[config.mk]
export PLATFORM = sky130hd
export DESIGN_NAME = heap_usage_window_monitor_top
export DESIGN_NICKNAME = d
export VERILOG_FILES = /design/src/rtl/hum_pkg.sv /design/src/rtl/hum_cell.sv /design/src/rtl/hum_div.sv /design/src/rtl/heap_usage_window_monitor_top.sv
export SDC_FILE = /design/constraint.sdc
export NUM_CORES = 2
export LEC_CHECK = 0
export ABC_CLOCK_PERIOD_IN_PS = 201600
export BUFFER_PORTS_ARGS = -buffer_cell sky130_fd_sc_hd__buf_2
export CAP_MARGIN = 5
export CORE_MARGIN = 2
export CORE_UTILIZATION = 30
export DETAILED_ROUTE_END_ITERATION = 7
export SETUP_SLACK_MARGIN = 0.15
export SLEW_MARGIN = 20
export SYNTH_ARGS = -nofsm -noshare
export SYNTH_HDL_FRONTEND = slang
export SYNTH_SLANG_ARGS = --single-unit
[constraint.sdc]
create_clock -name clk -period 201.6 [get_ports clk]
set_clock_uncertainty 0.15 [all_clocks]
set_input_delay 20.16 -clock clk [delete_from_list [all_inputs] [get_ports clk]]
set_output_delay 20.16 -clock clk [all_outputs]
set_load 0.005 [all_outputs]
[src/rtl/hum_pkg.sv]
package hum_pkg;

  typedef enum logic [1:0] {
    FUNC_RECORD = 2'd0,
    FUNC_REPORT = 2'd1,
    FUNC_CLEAR  = 2'd2,
    FUNC_SPARE  = 2'd3
  } func_t;

  localparam int WORD_W = 32;
  localparam int PCT_W  = 7;
  // (a - b) * 100 fits in 39 bits
  localparam int PROD_W = WORD_W + PCT_W;

  localparam logic [PROD_W-1:0] PCT_SCALE = PROD_W'(100);

  localparam int ITER_W = 6;
  localparam logic [ITER_W-1:0] DIV_PCT_ITERS = ITER_W'(PCT_W);
  localparam logic [ITER_W-1:0] DIV_AVG_ITERS = ITER_W'(WORD_W);

  typedef struct packed {
    logic [1:0]        func;
    logic [WORD_W-1:0] free_bytes;
    logic [WORD_W-1:0] total_bytes;
    logic [WORD_W-1:0] largest_block;
  } in_t;

  typedef struct packed {
    logic [PCT_W-1:0]  usage_percent;
    logic [PCT_W-1:0]  frag_percent;
    logic              summary_valid;
    logic [WORD_W-1:0] mean_free;
    logic [WORD_W-1:0] low_free;
    logic [WORD_W-1:0] peak_free;
    logic              leak_suspect;
  } out_t;

  typedef struct packed {
    logic              start;
    logic [ITER_W-1:0] iters;
    logic [WORD_W-1:0] rem_init;
    logic [WORD_W-1:0] low;
    logic [WORD_W-1:0] divisor;
  } div_req_t;

  typedef struct packed {
    logic              busy;
    logic              done;
    logic [WORD_W-1:0] quot;
  } div_rsp_t;

endpackage

[src/rtl/hum_cell.sv]
module hum_cell (
  input  logic                      clk,
  input  logic                      en,
  input  logic [hum_pkg::WORD_W-1:0] d,
  output logic [hum_pkg::WORD_W-1:0] q
);

  logic [hum_pkg::WORD_W-1:0] val_r;

  // one history slot, takes its neighbor's word on every shift
  always_ff @(posedge clk) begin
    if (en) begin
      val_r <= d;
    end
  end

  assign q = val_r;

endmodule

[src/rtl/hum_div.sv]
module hum_div (
  input  logic              clk,
  input  logic              rst_n,
  input  hum_pkg::div_req_t req,
  output hum_pkg::div_rsp_t rsp
);

  logic                        busy_r;
  logic                        done_r;
  logic [hum_pkg::ITER_W-1:0]  cnt_r;
  logic [hum_pkg::WORD_W-1:0]  rem_r;
  logic [hum_pkg::WORD_W-1:0]  low_r;
  logic [hum_pkg::WORD_W-1:0]  quo_r;
  logic [hum_pkg::WORD_W-1:0]  dvs_r;
  logic [hum_pkg::WORD_W+1:0]  trial;
  logic                        q_bit;

  // restoring step: bring down the next dividend bit, try a subtract
  assign trial = {1'b0, rem_r, low_r[hum_pkg::WORD_W-1]} - {2'b00, dvs_r};
  assign q_bit = ~trial[hum_pkg::WORD_W+1];

  always_ff @(posedge clk) begin
    if (!rst_n) begin
      busy_r <= 1'b0;
      done_r <= 1'b0;
      cnt_r  <= '0;
    end else begin
      done_r <= 1'b0;
      if (req.start) begin
        busy_r <= 1'b1;
        cnt_r  <= req.iters;
      end else if (busy_r) begin
        cnt_r <= cnt_r - hum_pkg::ITER_W'(1);
        if (cnt_r == hum_pkg::ITER_W'(1)) begin
          busy_r <= 1'b0;
          done_r <= 1'b1;
        end
      end
    end
  end

  always_ff @(posedge clk) begin
    if (req.start) begin
      rem_r <= req.rem_init;
      low_r <= req.low;
      dvs_r <= req.divisor;
      quo_r <= '0;
    end else if (busy_r) begin
      rem_r <= q_bit ? trial[hum_pkg::WORD_W-1:0]
                     : {rem_r[hum_pkg::WORD_W-2:0], low_r[hum_pkg::WORD_W-1]};
      low_r <= {low_r[hum_pkg::WORD_W-2:0], 1'b0};
      quo_r <= {quo_r[hum_pkg::WORD_W-2:0], q_bit};
    end
  end

  assign rsp.busy = busy_r;
  assign rsp.done = done_r;
  assign rsp.quot = quo_r;

endmodule

[src/rtl/heap_usage_window_monitor_top.sv]
// from input word to result word: history scan over all HISTORY_DEPTH cells, then the
// shared bit-serial divider for usage, fragmentation and the average (each division may be
// skipped), then the output register is loaded. one word in flight; next word taken the cycle
// after the result is loaded.
// reset clears sample count and control; history cells keep stale contents, unused
module heap_usage_window_monitor_top #(
  parameter int HISTORY_DEPTH = 32
) (
  input  logic          clk,
  input  logic          rst_n,
  input  logic          in_valid,
  output logic          in_ready,
  input  hum_pkg::in_t  in_data,
  output logic          out_valid,
  input  logic          out_ready,
  output hum_pkg::out_t out_data
);

  localparam int CNT_W = $clog2(HISTORY_DEPTH + 1);
  localparam int SUM_W = hum_pkg::WORD_W + CNT_W;
  localparam int W     = hum_pkg::WORD_W;

  typedef enum logic [2:0] {
    S_IDLE,
    S_SCAN,
    S_USE,
    S_FRAG,
    S_AVG,
    S_DONE
  } state_t;

  state_t                     state_r;
  logic [CNT_W-1:0]           cnt_r;
  logic [CNT_W-1:0]           scan_r;
  logic                       go_r;
  logic                       out_valid_r;
  hum_pkg::out_t              out_r;
  hum_pkg::in_t               in_r;
  logic [SUM_W-1:0]           sum_r;
  logic [W-1:0]               min_r;
  logic [W-1:0]               max_r;
  logic [hum_pkg::PROD_W-1:0] prod_u_r;
  logic [hum_pkg::PROD_W-1:0] prod_f_r;
  logic [hum_pkg::PCT_W-1:0]  use_q_r;
  logic [hum_pkg::PCT_W-1:0]  frag_q_r;
  logic [W-1:0]               avg_r;

  logic                       accept;
  logic                       shift_en;
  logic [W-1:0]               head_d;
  logic [W-1:0]               tail;
  logic [W-1:0]               cell_q [HISTORY_DEPTH];
  logic                       incl;
  logic                       scan_last;
  logic                       use_skip;
  logic                       frag_skip;
  logic                       hist_any;
  logic [W+2:0]               leak_lhs;
  logic [W+2:0]               leak_rhs;
  hum_pkg::div_req_t          div_req;
  hum_pkg::div_rsp_t          div_rsp;

  assign in_ready  = (state_r == S_IDLE);
  assign accept    = in_valid && in_ready;
  assign out_valid = out_valid_r;
  assign out_data  = out_r;

  // newest sample enters cell 0; during the scan the row rotates once
  assign tail     = cell_q[HISTORY_DEPTH-1];
  assign head_d   = (state_r == S_IDLE) ? in_data.free_bytes : tail;
  assign shift_en = (accept && in_data.func == hum_pkg::FUNC_RECORD) || (state_r == S_SCAN);

  for (genvar i = 0; i < HISTORY_DEPTH; i++) begin : g_cell
    if (i == 0) begin : g_head
      hum_cell u_cell (.clk(clk), .en(shift_en), .d(head_d), .q(cell_q[i]));
    end else begin : g_body
      hum_cell u_cell (.clk(clk), .en(shift_en), .d(cell_q[i-1]), .q(cell_q[i]));
    end
  end

  // at scan step j the tail holds cell DEPTH-1-j; live cells are below cnt_r
  assign incl = ({1'b0, scan_r} + {1'b0, cnt_r}) >= (CNT_W + 1)'(HISTORY_DEPTH);
  assign scan_last = (scan_r == CNT_W'(HISTORY_DEPTH - 1));

  assign use_skip  = (in_r.total_bytes == '0) || (in_r.free_bytes > in_r.total_bytes);
  assign frag_skip = (in_r.free_bytes == '0) || (in_r.largest_block > in_r.free_bytes);
  assign hist_any  = (cnt_r != '0);

  // min < floor(avg*4/5)  <=>  5*min + 5 <= 4*avg
  assign leak_lhs = ({3'b000, min_r} << 2) + {3'b000, min_r} + (W + 3)'(5);
  assign leak_rhs = {1'b0, avg_r, 2'b00};

  always_comb begin
    div_req = '0;
    unique case (state_r)
      S_USE: begin
        div_req.start    = go_r && !use_skip;
        div_req.iters    = hum_pkg::DIV_PCT_ITERS;
        div_req.rem_init = prod_u_r[hum_pkg::PROD_W-1:hum_pkg::PCT_W];
        div_req.low      = {prod_u_r[hum_pkg::PCT_W-1:0], (W - hum_pkg::PCT_W)'(0)};
        div_req.divisor  = in_r.total_bytes;
      end
      S_FRAG: begin
        div_req.start    = go_r && !frag_skip;
        div_req.iters    = hum_pkg::DIV_PCT_ITERS;
        div_req.rem_init = prod_f_r[hum_pkg::PROD_W-1:hum_pkg::PCT_W];
        div_req.low      = {prod_f_r[hum_pkg::PCT_W-1:0], (W - hum_pkg::PCT_W)'(0)};
        div_req.divisor  = in_r.free_bytes;
      end
      S_AVG: begin
        div_req.start    = go_r && hist_any;
        div_req.iters    = hum_pkg::DIV_AVG_ITERS;
        div_req.rem_init = W'(sum_r[SUM_W-1:W]);
        div_req.low      = sum_r[W-1:0];
        div_req.divisor  = W'(cnt_r);
      end
      default: div_req = '0;
    endcase
  end

  hum_div u_div (
    .clk  (clk),
    .rst_n(rst_n),
    .req  (div_req),
    .rsp  (div_rsp)
  );

  always_ff @(posedge clk) begin
    if (!rst_n) begin
      state_r     <= S_IDLE;
      cnt_r       <= '0;
      go_r        <= 1'b0;
      out_valid_r <= 1'b0;
    end else begin
      if (state_r == S_DONE && (!out_valid_r || out_ready)) begin
        out_valid_r <= 1'b1;
      end else if (out_valid_r && out_ready) begin
        out_valid_r <= 1'b0;
      end
      unique case (state_r)
        S_IDLE: begin
          if (in_valid) begin
            in_r   <= in_data;
            sum_r  <= '0;
            min_r  <= '1;
            max_r  <= '0;
            scan_r <= '0;
            if (in_data.func == hum_pkg::FUNC_RECORD) begin
              if (cnt_r != CNT_W'(HISTORY_DEPTH)) begin
                cnt_r <= cnt_r + CNT_W'(1);
              end
            end else if (in_data.func == hum_pkg::FUNC_CLEAR) begin
              cnt_r <= '0;
            end
            state_r <= S_SCAN;
          end
        end
        S_SCAN: begin
          if (incl) begin
            sum_r <= sum_r + SUM_W'(tail);
            if (tail < min_r) begin
              min_r <= tail;
            end
            if (tail > max_r) begin
              max_r <= tail;
            end
          end
          prod_u_r <= hum_pkg::PROD_W'(in_r.total_bytes - in_r.free_bytes) * hum_pkg::PCT_SCALE;
          prod_f_r <= hum_pkg::PROD_W'(in_r.free_bytes - in_r.largest_block)
                      * hum_pkg::PCT_SCALE;
          if (scan_last) begin
            state_r <= S_USE;
            go_r    <= 1'b1;
          end else begin
            scan_r <= scan_r + CNT_W'(1);
          end
        end
        S_USE: begin
          if (go_r) begin
            if (use_skip) begin
              use_q_r <= '0;
              state_r <= S_FRAG;
            end else begin
              go_r <= 1'b0;
            end
          end else if (div_rsp.done) begin
            use_q_r <= div_rsp.quot[hum_pkg::PCT_W-1:0];
            state_r <= S_FRAG;
            go_r    <= 1'b1;
          end
        end
        S_FRAG: begin
          if (go_r) begin
            if (frag_skip) begin
              frag_q_r <= '0;
              state_r  <= S_AVG;
            end else begin
              go_r <= 1'b0;
            end
          end else if (div_rsp.done) begin
            frag_q_r <= div_rsp.quot[hum_pkg::PCT_W-1:0];
            state_r  <= S_AVG;
            go_r     <= 1'b1;
          end
        end
        S_AVG: begin
          if (go_r) begin
            if (!hist_any) begin
              avg_r   <= '0;
              go_r    <= 1'b0;
              state_r <= S_DONE;
            end else begin
              go_r <= 1'b0;
            end
          end else if (div_rsp.done) begin
            avg_r   <= div_rsp.quot;
            state_r <= S_DONE;
          end
        end
        S_DONE: begin
          if (!out_valid_r || out_ready) begin
            out_r.usage_percent <= use_q_r;
            out_r.frag_percent  <= frag_q_r;
            out_r.summary_valid <= hist_any;
            out_r.mean_free     <= avg_r;
            out_r.low_free      <= hist_any ? min_r : '0;
            out_r.peak_free     <= hist_any ? max_r : '0;
            out_r.leak_suspect  <= hist_any && (leak_lhs <= leak_rhs);
            state_r             <= S_IDLE;
          end
        end
        default: state_r <= S_IDLE;
      endcase
    end
  end

`ifndef SYNTHESIS
  a_cnt_bound: assert property (@(posedge clk) disable iff (!rst_n)
    cnt_r <= CNT_W'(HISTORY_DEPTH))
    else $error("sample count above history depth");

  a_clear: assert property (@(posedge clk) disable iff (!rst_n)
    accept && in_data.func == hum_pkg::FUNC_CLEAR |=> cnt_r == '0)
    else $error("clear word left samples in history");

  a_div_start: assert property (@(posedge clk) disable iff (!rst_n)
    div_req.start |-> !div_rsp.busy)
    else $error("divider started while busy");

  a_out_load: assert property (@(posedge clk) disable iff (!rst_n)
    $rose(out_valid_r) |-> $past(state_r == S_DONE))
    else $error("result word loaded outside done state");

  a_min_max: assert property (@(posedge clk) disable iff (!rst_n)
    out_valid_r && out_r.summary_valid |-> out_r.low_free <= out_r.peak_free)
    else $error("reported minimum above maximum");
`endif

endmodule

### Yosys cells after proc, flatten, opt, wreduce, memory -nomap -nowiden

Cells that the tools add are included.

* $lt $le $gt $ge: 6
* bitwise gates (word level): 3
* reductions and logical operators: 40
* $mul: 2
* equality and inequality tests: 26
* muxes and demuxes: 60
* add/sub/neg operators: 10

Operator list (count)
* $mux W32: 15
* $pmux W103 S3: 1
* $pmux W32 S2: 2
* $gt A32 B32 Y1: 3
* $mul A39 B5 Y37 const B: 2
* $mux W38: 2
* $pmux W38 S2: 1
* $sub A32 B32 Y33: 2
* $logic_not A32 Y1: 2
* $mux W6: 7
* $add A38 B32 Y38: 1
* $mux W3: 12
* $add A34 B32 Y35: 1
* $add A35 B3 Y35 const B: 1
* $le A35 B34 Y1: 1
* $mux W7: 5
* $sub A33 B32 Y34: 1
* $lt A32 B32 Y1: 1
* $reduce_and A4 Y1: 6
* $pmux W3 S6: 1
* $add A6 B1 Y6 const B: 2
* $mux W1: 12
* $ne A2 B1 Y1 const B: 6
* $pmux W6 S2: 1
* other kinds (28): 59

* output and inout bits: 114
* logic and storage cells: 209
* input port bits: 102
* register bits: 1607

### Logic depth before layout (Yosys ltp)

* depth after elaboration: 6
* depth in mapped cells: 28
* mapped depth without buffers: 28

### Hierarchy

From an unflattened synthesis, not the netlist that was laid out.

* cells, all modules: 4897
* area total of the unflattened synthesis: 71179.5 um^2

Modules (own cells, without submodules)
* heap_usage_window_monitor_top: seq. area each 13312.8 um^2, cells each 3188, area each 33101.7 um^2, instances 1
* hum_cell: seq. area each 960.9 um^2, cells each 32, area each 960.9 um^2, instances 32
* hum_div: seq. area each 3683.5 um^2, cells each 685, area each 7328.3 um^2, instances 1

### Worst setup path after synthesis

No wires, ideal clock.

* path kind: input-to-reg
* from: input port in_valid
* to: register g_cell[0].g_head.u_cell.val_r, in the netlist g_cell[0].g_head.u_cell.q[0] (enable)
* stages on the path: 3
* path buffers: 0
* required time: 197613 ps
* setup time: 3837 ps
* path slack: 105948 ps
* data arrival time: 91665 ps
* cell sequence: nand2_1 > or2_2 > o21ai_0

* word-level cells in the longest chain between the ends: 3

RTL lines
* start: declaration: RTL line heap_usage_window_monitor_top.sv:11 `input logic in_valid,`
* $logic_and A1 B1 Y1: RTL line heap_usage_window_monitor_top.sv:64 `assign accept = in_valid && in_ready;`
* $logic_and A1 B1 Y1: RTL line heap_usage_window_monitor_top.sv:71 `assign shift_en = (accept && in_data.func == hum_pkg::FUNC_RECORD) || (state_r == S_SCAN);`
* $logic_or A1 B1 Y1: RTL line heap_usage_window_monitor_top.sv:71
* net g_cell[0].g_head.u_cell.en: RTL line hum_cell.sv:3 `input logic en,`
* end signal: assignment: RTL line hum_cell.sv:13 `val_r <= d;`
* end: declaration: RTL line hum_cell.sv:8 `logic [hum_pkg::WORD_W-1:0] val_r;`

The timed path passes the listed nets, and every way through them passes these cells.
A chain may end at the register's enable or synchronous reset.

### Worst setup path in the final report

* from: input port in_valid
* to: register g_cell[10].g_body.u_cell.val_r, in the netlist g_cell[10].g_body.u_cell.q[7] (enable)

* word-level cells in the longest chain between the ends: 3

RTL lines (RTL line)
* $logic_and A1 B1 Y1: heap_usage_window_monitor_top.sv:64
* $logic_and A1 B1 Y1: heap_usage_window_monitor_top.sv:71
* $logic_or A1 B1 Y1: heap_usage_window_monitor_top.sv:71
* net g_cell[0].g_head.u_cell.en: hum_cell.sv:3
* end signal: assignment: hum_cell.sv:13
* end: declaration: hum_cell.sv:8

The timed path passes the listed nets, and every way through them passes these cells.

==> results_dict.tcl <==
set metrics [dict create \
    worst_pin_slew_ns 1.10 \
    die_height_um 491 \
    max_freq_mhz 39.9 \
    path_max_fanout 96 \
    dieWidth_um 491 \
    postRouteAntennaNets 0 \
    grt_pass1_wl_mm 234 \
    drc_errors 0 \
    post-place-ws_ns 174.69 \
    std_cell_rows 178 \
    cts_buffers 170 \
    crit_top_cell "buf_4" \
    vias 39100 \
    critPathBufInv 6 \
    grt_max_degree 98 \
    h-tree-depth 4 \
    rsz0062_at_grt "no" \
    most-common-layout-cells "1,556 x edfxtp_1, 515 x inv_1, 487 x ha_1" \
    ys_types 90 \
    cell_internal_pwr_mw 0.963 \
    arrival_ns 25.35 \
    hold_class "flop to flop" \
    antenna_found_initial 23 \
    seqPwrFrac 0.382 \
    core_area_um2 236000 \
    criticalPathCategory "primary input to flop" \
    grt_pass1_vias 37500 \
    insertion_delay_ns 0.83 \
    yosysWarnings 0 \
    setup_tns_ns 0 \
    wl_per_cell_um 18.6 \
    synth_cells 4924 \
    cellPowerDensity_nw_per_um2 18.8 \
    postCtsResizedCells 0 \
    holdBufCountCts 0 \
    viasPerCell 4.57 \
    critPathCaptureType "flop" \
    fin_crit_sh 0.124 \
    cts_tree "done" \
    syn-mean-instance-area_um2 14.5 \
    maxSlewViolCount 0 \
    cp_cell_sequence "buf_2 > nand2_1 > or2_2 > o21ai_4 > buf_6 > buf_4 > buf_4 > buf_6 > buf_4" \
    nNetsFinal 5926 \
    max_slew_margin 0.268 \
    drive_gt1_frac 0.112 \
    dpl.cell_count 8246 \
    num_io_pins 216 \
    grt_usage 0.128 \
    clock-root-buffer "clkbuf_16" \
    totalWireLength_mm 159 \
    clkTransAtPathRegs_ns 0.06 \
    async_flop_share 0 \
    slowest_stage "buf_4" \
    period_needed_ns 25.07 \
    power_switching_mw 0.574 \
    final_cells 8558 \
    dieArea_um2 241000 \
    ys.flop_type "edfxtp_1" \
    worst_setup_path_start_kind "primary input" \
    layout_commonest_cell "edfxtp_1" \
    synth-edff-count 1556 \
    placed_cell_area_um2 76300 \
    portBuffers 215 \
    cts_buffer_depth 3 \
    yosysSeqAreaShare 0.671 \
    crit_family "buffers and inverters" \
    start_util 0.302 \
    fin_ws_ns 176.53 \
    cp.required_ns 201.88 \
    synthToLayoutAreaGrowth_pct 14.9 \
    finalSetupViolCount 0 \
    critPathMaxStageDelay_ns 0.88 \
    ir_drop_uv 13.6 \
    status "finished, final reports clean" \
    grt.overflow.total 0 \
    switching_share 0.374 \
    postCtsSetupRepairBufs 0 \
    cts.sinks 1607 \
    mappedNetlistArea_um2 71200 \
    fin_area_um2 81700 \
    drt_iter0_markers 3014 \
    combPwrFrac 0.423 \
    dp_hpwl_mm 115 \
    hold_viol 0 \
    finalWeightedCongestion 0.848 \
    first_pass_iters 8 \
    synth_nets 5582 \
    maxCapViolations 0 \
    p_leak_nw 31.1 \
    synth_seq_cells 1607 \
    power_frac_clock 0.195 \
]
-- cells by family after synthesis --
group	count (synthesis)	share of synthesized area
flops	1607	0.671
simple gates	966	0.0663
compound gates	787	0.0725
buf+inv	613	0.0328
fa+ha+maj	556	0.105
xor+xnor	223	0.0274
mux	172	0.0250
-- worst register-to-register path: cells and delay by family, from the launching register on --
kind            cells  cell delay (ns)
fa+ha+maj           5             1.85
xor+xnor            3             0.50
buf+inv             2             0.09
simple gates        3             0.81
compound gates     12             3.32
flops               1             0.79
-- Yosys cell counts (13+ instances only) --
cell type	count	area share
edfxtp_1	1556	0.66
inv_1	515	0.027
ha_1	487	0.086
nor2_1	305	0.016
a21oi_1	243	0.017
nand2_1	186	0.0098
xnor2_1	142	0.017
a21o_1	139	0.015
o21ai_0	139	0.0098
mux2i_1	126	0.018
xor2_1	81	0.010
nor2b_1	80	0.0070
nand2b_1	78	0.0069
nand3_1	74	0.0052
fa_1	69	0.019
clkbuf_1	60	0.0032
nor3_1	56	0.0039
dfxtp_1	51	0.014
mux2_2	46	0.0073
o21a_1	46	0.0049
and2_1	45	0.0040
nand4_1	40	0.0035
nor4_1	26	0.0023
o21bai_1	25	0.0026
or3_1	21	0.0018
a31oi_1	20	0.0018
and3_1	20	0.0018
buf_2	19	0.0013
a211oi_1	17	0.0018
buf_1	15	0.00079
o22ai_1	14	0.0012
o211ai_1	13	0.0014
-- metrics by stage --
stage,util,hold WS [ns],total power [mW]
2_1_floorplan,-,0.250,1.31
3_3_place_gp,0.324,0.250,1.23
3_5_place_dp,0.324,0.255,1.24
4_1_cts,0.347,0.224,1.55
5_1_grt,0.347,0.232,1.65
6_report,0.347,0.225,1.54
-- worst paths after layout --
kind | startpoint | endpoint | slack (ns) | depth (start not counted)
max | in_valid | g_cell[10].g_body.u_cell.q[7] | 176.53 | 9
min | g_cell[24].g_body.u_cell.q[15] | g_cell[25].g_body.u_cell.q[15] | 0.22 | 0
max reg2reg | in_r[66] | prod_f_r[38] | 193.76 | 25
min reg2reg | g_cell[24].g_body.u_cell.q[15] | g_cell[25].g_body.u_cell.q[15] | 0.22 | 0
-- registers in the layout, indices dropped and copies added, names as in the netlist, 32 cells and up --
signal,flops
prod_u_r,37
u_div.dvs_r,32
sum_r,38
min_r,32
avg_r,32
g_cell.g_head.u_cell.q,32
u_div.low_r,32
g_cell.g_body.u_cell.q,992
u_div.quo_r,32
out_data,112
u_div.rem_r,32
max_r,32
prod_f_r,37
in_r,96
-- layout make-up --
class / instances / area (um2)
antenna: 4 / 10.0
sequential: 1607 / 47800
timing repair buffer: 269 / 1500
multi-input combinational: 2704 / 21200
fill: 22800 / 154000
tap: 3150 / 3940
clock inverter: 102 / 1020
clock buffer: 206 / 4400
inverter: 516 / 1940
-- per-layer routing --
metal  global-route usage  part of all wire  vias up
met4               0.0332             0.022        2
met2                0.184              0.42     1033
met3               0.0235             0.059      211
met5                    0          0.000075        -
li1                     -                 -    18700
met1                0.197              0.50    19200
-- power by group through the flow --
stage	Combinational [mW]	Sequential, mW	Clock (mW)
floorplan	0.488	0.817	0
finish	0.650	0.588	0.300
global placement	0.633	0.593	0
detailed placement	0.644	0.596	0
CTS	0.648	0.591	0.310
global route	0.733	0.598	0.322
No activity file was read; power rests on OpenSTA's default activity.
